File: config.mk
export PLATFORM = sky130hd
export DESIGN_NAME = utf8_repair_and_bom_strip
export DESIGN_NICKNAME = d
export VERILOG_FILES = /design/src/rtl/u8rb_pkg.sv /design/src/rtl/u8rb_front.sv /design/src/rtl/u8rb_queue.sv /design/src/rtl/u8rb_back.sv /design/src/rtl/utf8_repair_and_bom_strip.sv
export SDC_FILE = /design/constraint.sdc
export NUM_CORES = 1
export LEC_CHECK = 0
export BUFFER_PORTS_ARGS = -buffer_cell sky130_fd_sc_hd__buf_2
export CAP_MARGIN = 20
export CORE_UTILIZATION = 40
export CTS_BUF_LIST = sky130_fd_sc_hd__clkbuf_8
export DETAILED_ROUTE_END_ITERATION = 6
export SLEW_MARGIN = 15
export SYNTH_ARGS = -nofsm -noshare
export SYNTH_HDL_FRONTEND = slang
export SYNTH_SLANG_ARGS = --single-unit
File: constraint.sdc
create_clock -name clk_i -period 11.58 [get_ports clk_i]
set_clock_uncertainty 0.1 [all_clocks]
set_input_delay 0.579 -clock clk_i [delete_from_list [all_inputs] [get_ports clk_i]]
set_output_delay 0.579 -clock clk_i [all_outputs]
set_load 0.1 [all_outputs]
File: src/rtl/u8rb_pkg.sv
package u8rb_pkg;

  localparam int unsigned MaxOut = 6;

  // validate_mode codes; bit 1 set means mark mode (code 3 included)
  localparam logic [1:0] ModeOff    = 2'd0;
  localparam logic [1:0] ModeRepair = 2'd1;
  localparam logic [1:0] ModeMark   = 2'd2;
  localparam int unsigned MarkBit   = 1;

  localparam logic [7:0] ReplByte0 = 8'hEF;
  localparam logic [7:0] ReplByte1 = 8'hBF;
  localparam logic [7:0] ReplByte2 = 8'hBD;
  localparam logic [7:0] BomByte0  = 8'hEF;
  localparam logic [7:0] BomByte1  = 8'hBB;
  localparam logic [7:0] BomByte2  = 8'hBF;
  localparam logic [7:0] ContLo    = 8'h80;
  localparam logic [7:0] ContHi    = 8'hBF;

  typedef struct packed {
    logic [2:0][7:0] held;
    logic [1:0]      cnt;
    logic [2:0]      len;
    logic [7:0]      lo;
    logic [7:0]      hi;
    logic            at_start;
    logic            bad;
  } scan_state_t;

  // all results of one input item
  typedef struct packed {
    logic [MaxOut-1:0][7:0] bytes;
    logic [2:0]             cnt;
    logic                   present;
    logic                   last;
    logic                   invalid;
  } out_group_t;

  typedef struct packed {
    scan_state_t            st;
    logic [MaxOut-1:0][7:0] bytes;
    logic [2:0]             n;
  } step_t;

  typedef struct packed {
    logic       lead;
    logic [2:0] len;
    logic [7:0] lo;
    logic [7:0] hi;
  } lead_info_t;

  function automatic lead_info_t classify_lead(logic [7:0] b);
    lead_info_t li;
    li.lead = 1'b1;
    li.len  = 3'd0;
    li.lo   = ContLo;
    li.hi   = ContHi;
    if (b >= 8'hC2 && b <= 8'hDF) begin
      li.len = 3'd2;
    end else if (b == 8'hE0) begin
      li.len = 3'd3;
      li.lo  = 8'hA0;
    end else if (b == 8'hED) begin
      li.len = 3'd3;
      li.hi  = 8'h9F;
    end else if (b >= 8'hE1 && b <= 8'hEF) begin
      li.len = 3'd3;
    end else if (b == 8'hF0) begin
      li.len = 3'd4;
      li.lo  = 8'h90;
    end else if (b >= 8'hF1 && b <= 8'hF3) begin
      li.len = 3'd4;
    end else if (b == 8'hF4) begin
      li.len = 3'd4;
      li.hi  = 8'h8F;
    end else begin
      li.lead = 1'b0;
    end
    return li;
  endfunction

  function automatic step_t emit_byte(step_t w, logic [7:0] b);
    w.bytes[w.n] = b;
    w.n = w.n + 3'd1;
    return w;
  endfunction

  function automatic step_t emit_repl(step_t w);
    w = emit_byte(w, ReplByte0);
    w = emit_byte(w, ReplByte1);
    w = emit_byte(w, ReplByte2);
    return w;
  endfunction

  function automatic step_t emit_held(step_t w);
    for (int i = 0; i < 3; i++) begin
      if (2'(i) < w.st.cnt) begin
        w = emit_byte(w, w.st.held[i]);
      end
    end
    return w;
  endfunction

  function automatic scan_state_t clear_held(scan_state_t s);
    s.cnt = 2'd0;
    s.len = 3'd0;
    s.lo  = ContLo;
    s.hi  = ContHi;
    return s;
  endfunction

  // held prefix ends as one ill-formed subpart
  function automatic step_t flush_bad(step_t w, logic repair);
    w.st.bad = 1'b1;
    if (repair) begin
      w = emit_repl(w);
    end else begin
      w = emit_held(w);
    end
    w.st = clear_held(w.st);
    w.st.at_start = 1'b0;
    return w;
  endfunction

endpackage

File: src/rtl/u8rb_front.sv
module u8rb_front import u8rb_pkg::*; (
  input  logic       clk_i,
  input  logic       rst_ni,
  input  logic [1:0] mode_i,
  input  logic       in_valid_i,
  output logic       in_stall_o,
  input  logic [7:0] data_byte_i,
  input  logic       has_byte_i,
  input  logic       source_is_8bit_i,
  input  logic       end_of_record_i,
  input  logic       q_full_i,
  output logic       push_o,
  output out_group_t group_o
);

  localparam scan_state_t StReset = '{held: '0, cnt: 2'd0, len: 3'd0, lo: ContLo,
                                      hi: ContHi, at_start: 1'b1, bad: 1'b0};

  scan_state_t st_q, st_d;
  step_t       w;
  lead_info_t  li;
  logic        repair, mark, taken, bom, accept;

  assign in_stall_o = q_full_i;
  assign accept     = in_valid_i && !q_full_i;
  assign repair     = (mode_i == ModeRepair);
  assign mark       = mode_i[MarkBit];
  assign li         = classify_lead(data_byte_i);

  always_comb begin
    w.st    = st_q;
    w.bytes = '0;
    w.n     = 3'd0;
    taken   = 1'b0;
    bom     = 1'b0;
    group_o = '0;

    if (has_byte_i) begin
      if (source_is_8bit_i) begin
        if (w.st.cnt != 2'd0) begin
          w = flush_bad(w, repair);
        end
        if (!data_byte_i[7]) begin
          w = emit_byte(w, data_byte_i);
        end else begin
          w = emit_repl(w);
        end
        w.st.at_start = 1'b0;
      end else begin
        if (w.st.cnt != 2'd0) begin
          if (data_byte_i >= w.st.lo && data_byte_i <= w.st.hi) begin
            taken = 1'b1;
            if (({1'b0, w.st.cnt} + 3'd1) >= w.st.len) begin
              bom = w.st.at_start && (w.st.len == 3'd3) &&
                    (w.st.held[0] == BomByte0) && (w.st.held[1] == BomByte1) &&
                    (data_byte_i == BomByte2);
              if (!bom) begin
                w = emit_held(w);
                w = emit_byte(w, data_byte_i);
              end
              w.st          = clear_held(w.st);
              w.st.at_start = 1'b0;
            end else begin
              w.st.held[w.st.cnt] = data_byte_i;
              w.st.cnt            = w.st.cnt + 2'd1;
              w.st.lo             = ContLo;
              w.st.hi             = ContHi;
            end
          end else begin
            w = flush_bad(w, repair);
          end
        end
        if (!taken) begin
          if (!data_byte_i[7]) begin
            w = emit_byte(w, data_byte_i);
            w.st.at_start = 1'b0;
          end else if (li.lead) begin
            w.st.held[0] = data_byte_i;
            w.st.cnt     = 2'd1;
            w.st.len     = li.len;
            w.st.lo      = li.lo;
            w.st.hi      = li.hi;
          end else begin
            w.st.bad = 1'b1;
            if (repair) begin
              w = emit_repl(w);
            end else begin
              w = emit_byte(w, data_byte_i);
            end
            w.st.at_start = 1'b0;
          end
        end
      end
    end

    group_o.present = 1'b1;
    if (end_of_record_i) begin
      if (w.st.cnt != 2'd0) begin
        w = flush_bad(w, repair);
      end
      if (w.n == 3'd0) begin
        // empty record marker
        w.n             = 3'd1;
        group_o.present = 1'b0;
      end
      group_o.last    = 1'b1;
      group_o.invalid = mark && w.st.bad;
      w.st            = clear_held(w.st);
      w.st.at_start   = 1'b1;
      w.st.bad        = 1'b0;
    end
    group_o.bytes = w.bytes;
    group_o.cnt   = w.n;
  end

  assign push_o = accept && (w.n != 3'd0);
  assign st_d   = accept ? w.st : st_q;

  always_ff @(posedge clk_i or negedge rst_ni) begin
    if (!rst_ni) begin
      st_q <= StReset;
    end else begin
      st_q <= st_d;
    end
  end

endmodule

File: src/rtl/u8rb_queue.sv
module u8rb_queue import u8rb_pkg::*; #(
  parameter int unsigned Depth = 2
) (
  input  logic       clk_i,
  input  logic       rst_ni,
  input  logic       push_i,
  input  out_group_t data_i,
  output logic       full_o,
  input  logic       pop_i,
  output logic       valid_o,
  output out_group_t data_o
);

  localparam int unsigned PtrW = (Depth > 1) ? $clog2(Depth) : 1;
  localparam int unsigned CntW = $clog2(Depth + 1);

  out_group_t      mem_q [Depth];
  logic [PtrW-1:0] wr_q, wr_d, rd_q, rd_d;
  logic [CntW-1:0] cnt_q, cnt_d;

  assign full_o  = (cnt_q == CntW'(Depth));
  assign valid_o = (cnt_q != '0);
  assign data_o  = mem_q[rd_q];

  always_comb begin
    wr_d  = wr_q;
    rd_d  = rd_q;
    cnt_d = cnt_q;
    if (push_i) begin
      wr_d = (wr_q == PtrW'(Depth - 1)) ? '0 : wr_q + 1'b1;
    end
    if (pop_i) begin
      rd_d = (rd_q == PtrW'(Depth - 1)) ? '0 : rd_q + 1'b1;
    end
    if (push_i && !pop_i) begin
      cnt_d = cnt_q + 1'b1;
    end else if (!push_i && pop_i) begin
      cnt_d = cnt_q - 1'b1;
    end
  end

  always_ff @(posedge clk_i or negedge rst_ni) begin
    if (!rst_ni) begin
      wr_q  <= '0;
      rd_q  <= '0;
      cnt_q <= '0;
    end else begin
      wr_q  <= wr_d;
      rd_q  <= rd_d;
      cnt_q <= cnt_d;
    end
  end

  always_ff @(posedge clk_i) begin
    if (push_i) begin
      mem_q[wr_q] <= data_i;
    end
  end

endmodule

File: src/rtl/u8rb_back.sv
module u8rb_back import u8rb_pkg::*; (
  input  logic       clk_i,
  input  logic       rst_ni,
  input  logic       head_valid_i,
  input  out_group_t head_i,
  output logic       pop_o,
  output logic       out_valid_o,
  input  logic       out_stall_i,
  output logic [7:0] out_byte_o,
  output logic       byte_present_o,
  output logic       last_of_record_o,
  output logic       record_invalid_o
);

  logic [2:0] idx_q, idx_d;
  logic       out_valid_q, out_valid_d;
  logic [7:0] byte_q;
  logic       present_q, last_q, invalid_q;
  logic       load, last_byte;

  assign load      = head_valid_i && (!out_valid_q || !out_stall_i);
  assign last_byte = (idx_q == (head_i.cnt - 3'd1));
  assign pop_o     = load && last_byte;

  always_comb begin
    idx_d       = idx_q;
    out_valid_d = out_valid_q && out_stall_i;
    if (load) begin
      out_valid_d = 1'b1;
      idx_d       = last_byte ? 3'd0 : idx_q + 3'd1;
    end
  end

  always_ff @(posedge clk_i or negedge rst_ni) begin
    if (!rst_ni) begin
      idx_q       <= 3'd0;
      out_valid_q <= 1'b0;
    end else begin
      idx_q       <= idx_d;
      out_valid_q <= out_valid_d;
    end
  end

  always_ff @(posedge clk_i) begin
    if (load) begin
      byte_q    <= head_i.bytes[idx_q];
      present_q <= head_i.present;
      last_q    <= head_i.last && last_byte;
      invalid_q <= head_i.invalid && last_byte;
    end
  end

  assign out_valid_o      = out_valid_q;
  assign out_byte_o       = byte_q;
  assign byte_present_o   = present_q;
  assign last_of_record_o = last_q;
  assign record_invalid_o = invalid_q;

endmodule

File: src/rtl/utf8_repair_and_bom_strip.sv
// Channel  Direction  Handshake                Payload
// in       input      in_valid_i / in_stall_o  data_byte, has_byte, source_is_8bit, end_of_record
// out      output     out_valid_o / out_stall_i out_byte, byte_present, last_of_record,
//                                                record_invalid
// cfg      input      cfg_valid_i / cfg_ready_o cfg_data_i (validate_mode)
//
// The front scans one byte per cycle unless the queue is full, and hands its 0..6 result
// bytes as one group to a queue of QueueDepth groups; the back drains one byte per cycle
// while out_stall_i is low. An item producing k bytes holds the output port for k
// transfers; the queue refills the front's headroom, so unstalled single-byte items flow
// at one per cycle. Results pass through the queue and the back's output register.
// Reset clears the scan state, the queue and validate_mode (off); cfg is always ready.
module utf8_repair_and_bom_strip import u8rb_pkg::*; #(
  parameter int unsigned QueueDepth = 2
) (
  input  logic       clk_i,
  input  logic       rst_ni,
  input  logic       cfg_valid_i,
  output logic       cfg_ready_o,
  input  logic [1:0] cfg_data_i,
  input  logic       in_valid_i,
  output logic       in_stall_o,
  input  logic [7:0] data_byte_i,
  input  logic       has_byte_i,
  input  logic       source_is_8bit_i,
  input  logic       end_of_record_i,
  output logic       out_valid_o,
  input  logic       out_stall_i,
  output logic [7:0] out_byte_o,
  output logic       byte_present_o,
  output logic       last_of_record_o,
  output logic       record_invalid_o
);

  logic [1:0] mode_q;
  logic       push, pop, q_full, head_valid;
  out_group_t push_group, head_group;

  assign cfg_ready_o = 1'b1;

  always_ff @(posedge clk_i or negedge rst_ni) begin
    if (!rst_ni) begin
      mode_q <= ModeOff;
    end else if (cfg_valid_i && cfg_ready_o) begin
      mode_q <= cfg_data_i;
    end
  end

  u8rb_front u_front (
    .clk_i            (clk_i),
    .rst_ni           (rst_ni),
    .mode_i           (mode_q),
    .in_valid_i       (in_valid_i),
    .in_stall_o       (in_stall_o),
    .data_byte_i      (data_byte_i),
    .has_byte_i       (has_byte_i),
    .source_is_8bit_i (source_is_8bit_i),
    .end_of_record_i  (end_of_record_i),
    .q_full_i         (q_full),
    .push_o           (push),
    .group_o          (push_group)
  );

  u8rb_queue #(
    .Depth (QueueDepth)
  ) u_queue (
    .clk_i   (clk_i),
    .rst_ni  (rst_ni),
    .push_i  (push),
    .data_i  (push_group),
    .full_o  (q_full),
    .pop_i   (pop),
    .valid_o (head_valid),
    .data_o  (head_group)
  );

  u8rb_back u_back (
    .clk_i            (clk_i),
    .rst_ni           (rst_ni),
    .head_valid_i     (head_valid),
    .head_i           (head_group),
    .pop_o            (pop),
    .out_valid_o      (out_valid_o),
    .out_stall_i      (out_stall_i),
    .out_byte_o       (out_byte_o),
    .byte_present_o   (byte_present_o),
    .last_of_record_o (last_of_record_o),
    .record_invalid_o (record_invalid_o)
  );

endmodule

==> summary.md <==
Along the worst path, the maximum fanout reaches 35. After the flow finishes, the layout carries non-filler instances totaling 2134. Overall die width: 192 microns. The run gives 0.233 mV as the worst-case vdd ir drop. Summed over all cells, the static leakage comes to 5.73 nW. The core utilization of the finished layout was 43.5%. STA classifies the critical path endpoint as a flop. The CTS buffer count was 17; the clock transition at the registers of the reported paths was 0.11 ns. In this run the vertical extent of the chip is 192 microns. The initial antenna violation count came out at 0. The count of nets after finishing came out at 1716.

The run gives 0 as the total congestion overflow after global routing. The total of flip-flops plus latches after synthesis came out at 176. Setup repair after global routing left no endpoint under its margin.

Path type of the worst min-delay path: in -> async. The wire length of the first global-routing pass was 91.7 mm; the half-perimeter wire length after detailed placement was 45.2 mm. For the pin with the worst max-slew slack, the measured transition is 1.19 ns. The count of nets left with antenna violations once routing finished came out at 0.

The logs give 13.6k for the via count of the first global-routing pass and 14500 sq um for the area of the mapped netlist. The critical path's most frequent cell is sky130_fd_sc_hd__ha_1. The post-synthesis cell type count came out at 99. The most used flip-flop cell after synthesis was sky130_fd_sc_hd__edfxtp_1. After detailed routing, the number of vias per cell comes to 6.87.

Across the run, the number of max-cap violations was 0. The filler cells instantiated in the layout total 3585. For this design the total switching power over the nets is 1.18 mW.

The run gives 37000 sq um as the die footprint. The cell count after synthesis is 1691, and the area added between synthesis and finish is 6.85%. Port buffering added 30 buffers. The number of gates resized after CTS was 0.

The worst setup path is launched from a flop. In this run, flip-flops and latches consume 37.7% of the power. TritonCTS built the clock tree.

A synthesized cell averages 8.56 sq um. Summed over all layers, the routed wires come to 62.1 mm. The routed design could run at a clock period as short as 9.17 ns. The logs give 0 for the total count of hold-check failures in the final report and 0 for the cts-stage hold buffer count. The number of remaining DRC errors is 1, and the cell area after placement is 15100 sq um. The flow ran to the end, but the final reports show violations.

Dividing the detail-routed wire length by the instance count gives 29.1 microns. Entering global routing, the biggest net connects 58 pins. After routing the design area is 15500 sq um.

The logs give 0 for the total setup buffers inserted after CTS and 0 for the number of setup violations in the final report. Depth of the CTS H-tree: 4. Of the total power, the share spent switching nets is 45.9%. For the worst setup path, the data arrival time is 9.21 ns. Counting flops with a built-in enable in the synthesized netlist gives 119. The Yosys step of the flow raised 0 warnings. The worst path required time is 11.62 ns. Once placement completed, the tool counted placed cells totaling 2100. The final count of pins violating max slew is 0.

Row generation in the floorplan step produced 69 rows. Total power divided by cell area: 166 nW/um^2. Type of the worst setup path: reg -> reg. The largest incremental delay on the critical path came out at 0.90 ns.

In the post-route analysis, the smallest setup slack over all paths is 2.41 ns. The first-pass detailed-route iteration total was 7. For flop-to-flop paths, the worst setup slack is 2.41 ns.

The share of the Yosys chip area taken by registers is 34.6%. The share of synthesized registers carrying an async set or reset is 32.4%. The core region is 35600 sq um. The share of the clock period used by the worst path is 79.2%, and the max-slew headroom at the worst pin is 20.5%. The routed layout has 14.7k vias. The insertion delay of the later-clocked pin in the worst-skew pair was 0.50 ns; the achievable frequency was 0.109 GHz. Per report_power, the combinational group accounts for 46.2% of the total. The number of antenna diodes in the final layout is 0.

The internal portion of the total power is 1.39 mW. The logs give 16.1% for the part of the power in the clock network and 0 ns for the setup total negative slack. The tools report the net count of the mapped netlist as 1747.

The congestion estimate from routability-driven global placement came to 1.00. The critical path's slowest cell is sky130_fd_sc_hd__dfrtp_1. Once the floorplan was initialized, standard cells occupied 40.7% of the core.

Across every metal layer, demand over resource in global routing totals 34.0%. The clock net in this run drives a total of 176 sinks. The DRC marker count from the first detailed-route iteration is 1962. The cell chosen for the clock root was sky130_fd_sc_hd__clkbuf_8. The checks that failed: design-rule violations.

The longest clock path from root to sink contains 2 buffers. The fraction of layout cells with a size suffix above 1 was 11.8%. During I/O placement, the number of pins put on the boundary was 32. The setup slack after placement is 2.24 ns.
## synth_stat cells, types with 6 or more instances
library cell                number  area, sq um
sky130_fd_sc_hd__nand2b_1       15         93.8
sky130_fd_sc_hd__ha_1           38          475
sky130_fd_sc_hd__inv_1          53          199
sky130_fd_sc_hd__and2_1         15         93.8
sky130_fd_sc_hd__xnor2_1        21          184
sky130_fd_sc_hd__a32oi_1         6         52.6
sky130_fd_sc_hd__nand3_1        50          250
sky130_fd_sc_hd__buf_1          15         56.3
sky130_fd_sc_hd__mux2_2         14          158
sky130_fd_sc_hd__o22ai_1        39          244
sky130_fd_sc_hd__a211o_1        12          105
sky130_fd_sc_hd__buf_2          13         65.1
sky130_fd_sc_hd__a31oi_1        26          163
sky130_fd_sc_hd__a21o_1         13         97.6
sky130_fd_sc_hd__nor2_1        142          533
sky130_fd_sc_hd__a311oi_1       11         96.3
sky130_fd_sc_hd__and3_1         21          131
sky130_fd_sc_hd__nand4b_1        6         52.6
sky130_fd_sc_hd__or3_1          12         75.1
sky130_fd_sc_hd__nor2b_1        10         62.6
sky130_fd_sc_hd__a2bb2oi_1       6         52.6
sky130_fd_sc_hd__mux2i_1        44          440
sky130_fd_sc_hd__o31ai_1        18          135
sky130_fd_sc_hd__nor4_1         18          113
sky130_fd_sc_hd__xor2_1          9         78.8
sky130_fd_sc_hd__a21oi_1       144          721
sky130_fd_sc_hd__a221oi_1       17          149
sky130_fd_sc_hd__mux4_2         24          541
sky130_fd_sc_hd__a22o_1          8         70.1
sky130_fd_sc_hd__nand4_1        16          100
sky130_fd_sc_hd__nor3_1         48          240
sky130_fd_sc_hd__o311ai_0        6         52.6
sky130_fd_sc_hd__a211oi_1       29          218
sky130_fd_sc_hd__o21ai_1        14         70.1
sky130_fd_sc_hd__dfrtp_1        48         1200
sky130_fd_sc_hd__o32ai_1         9         78.8
sky130_fd_sc_hd__a22oi_1        16          120
sky130_fd_sc_hd__edfxtp_1      119         3570
sky130_fd_sc_hd__a221o_1         8         80.1
sky130_fd_sc_hd__o21ai_0       112          561
sky130_fd_sc_hd__o211ai_1       15          113
sky130_fd_sc_hd__dfstp_2         9          236
sky130_fd_sc_hd__nand2_1       198          743
sky130_fd_sc_hd__clkbuf_1       98          368
sky130_fd_sc_hd__o221ai_1       10         87.6
## worst paths after layout
path	start	end	cells past startpoint
setup / recovery	u_front.st_q[22]$_DFFE_PN0P_	u_queue.mem_q[1][30]$_DFFE_PP_	28
hold / removal	rst_ni	u_front.st_q[8]$_DFFE_PN0P_	2
setup reg to reg	u_front.st_q[22]$_DFFE_PN0P_	u_queue.mem_q[1][30]$_DFFE_PP_	28
hold reg to reg	u_front.st_q[9]$_DFFE_PN1P_	u_front.st_q[9]$_DFFE_PN1P_	2
max in group asynchronous	rst_ni	u_queue.rd_q$_DFFE_PN0P_	2
min in group clk_i	out_stall_i	u_back.out_valid_o$_DFF_PN0_	3
## critical path, delay by kind of cell, from the launching register on
family	cells	cell delay (ns)
AO/OA/AOI/OAI	10	2.71
adder cells (fa/ha/maj)	6	2.45
AND/OR/NAND/NOR	8	1.22
buffers and inverters	3	1.06
flip-flops	1	0.90
XOR/XNOR	1	0.33
## metal layers
metal	track usage [%]	wire length, microns
met5	0	0
met2	51.2	26900
met1	46.3	25900
met3	5.92	5770
met4	18.5	3570
## state kept, by name, indices dropped and copies added (netlist names)
register	cells
u_queue.wr_q	1
u_queue.mem_q	108
u_back.last_of_record_o	1
u_back.record_invalid_o	1
u_front.st_q	47
u_back.out_byte_o	8
mode_q	2
u_queue.cnt_q	2
u_back.idx_q	3
u_queue.rd_q	1
u_back.out_valid_o	1
u_back.byte_present_o	1
## layout by cell type, fill, tap and decap left out, types with 15 or more instances in the layout
master and instances:
sky130_fd_sc_hd__a211oi_1 29, sky130_fd_sc_hd__a21oi_1 144, sky130_fd_sc_hd__a221oi_1 17, sky130_fd_sc_hd__a22oi_1 16, sky130_fd_sc_hd__a31oi_1 26, sky130_fd_sc_hd__and2_1 15
sky130_fd_sc_hd__and3_1 21, sky130_fd_sc_hd__buf_2 30, sky130_fd_sc_hd__buf_4 48, sky130_fd_sc_hd__clkbuf_8 17, sky130_fd_sc_hd__dfrtp_1 47, sky130_fd_sc_hd__edfxtp_1 119
sky130_fd_sc_hd__ha_1 37, sky130_fd_sc_hd__inv_1 53, sky130_fd_sc_hd__mux2i_1 44, sky130_fd_sc_hd__mux4_2 24, sky130_fd_sc_hd__nand2_1 198, sky130_fd_sc_hd__nand2b_1 15
sky130_fd_sc_hd__nand3_1 50, sky130_fd_sc_hd__nand4_1 16, sky130_fd_sc_hd__nor2_1 139, sky130_fd_sc_hd__nor3_1 48, sky130_fd_sc_hd__nor4_1 17, sky130_fd_sc_hd__o211ai_1 15
sky130_fd_sc_hd__o21ai_0 112, sky130_fd_sc_hd__o22ai_1 39, sky130_fd_sc_hd__o31ai_1 18, sky130_fd_sc_hd__xnor2_1 21
## power by group through the flow
stage               sequential, mW  clock, mW  combinational [mW]
detailed placement           0.981          0                1.17
finish                       0.969      0.415                1.19
floorplan                     1.09          0               0.711
global placement             0.975          0                1.17
global route                 0.981      0.454                1.26
CTS                          0.967      0.429                1.17
## cell families (layout without fill, tap and decap cells)
kind of cell    count (synthesis)  count (layout)  synth area share, %
compound gates                591             591                 27.8
simple gates                  580             580                 18.9
other cells                     1               1               0.0259
fa+ha+maj                      38              38                 3.28
mux                            84              84                 8.02
flops                         176             176                 34.6
buf+inv                       188             170                 5.09
xor+xnor                       33              33                 2.26
## metrics by stage
| step | total power [mW] | hold slack, ns |
|---|---|---|
| 2_1_floorplan | 1.80 | 0.183 |
| 3_3_place_gp | 2.14 | 0.358 |
| 3_5_place_dp | 2.15 | 0.364 |
| 4_1_cts | 2.57 | 0.0947 |
| 5_1_grt | 2.70 | 0.149 |
| 6_report | 2.57 | 0.111 |
## layout make-up
class                           count  area [sq um]  area share [%]
Sequential cell                   176          5010            32.4
Inverter                           59           221            1.43
Tap cell                          461           577            3.73
Clock buffer                       17           234            1.51
Timing Repair Buffer               79           515            3.33
Multi-Input combinational cell   1327          8760            56.7
Clock inverter                     15           144           0.930
Power figures use the tool's default switching activity.
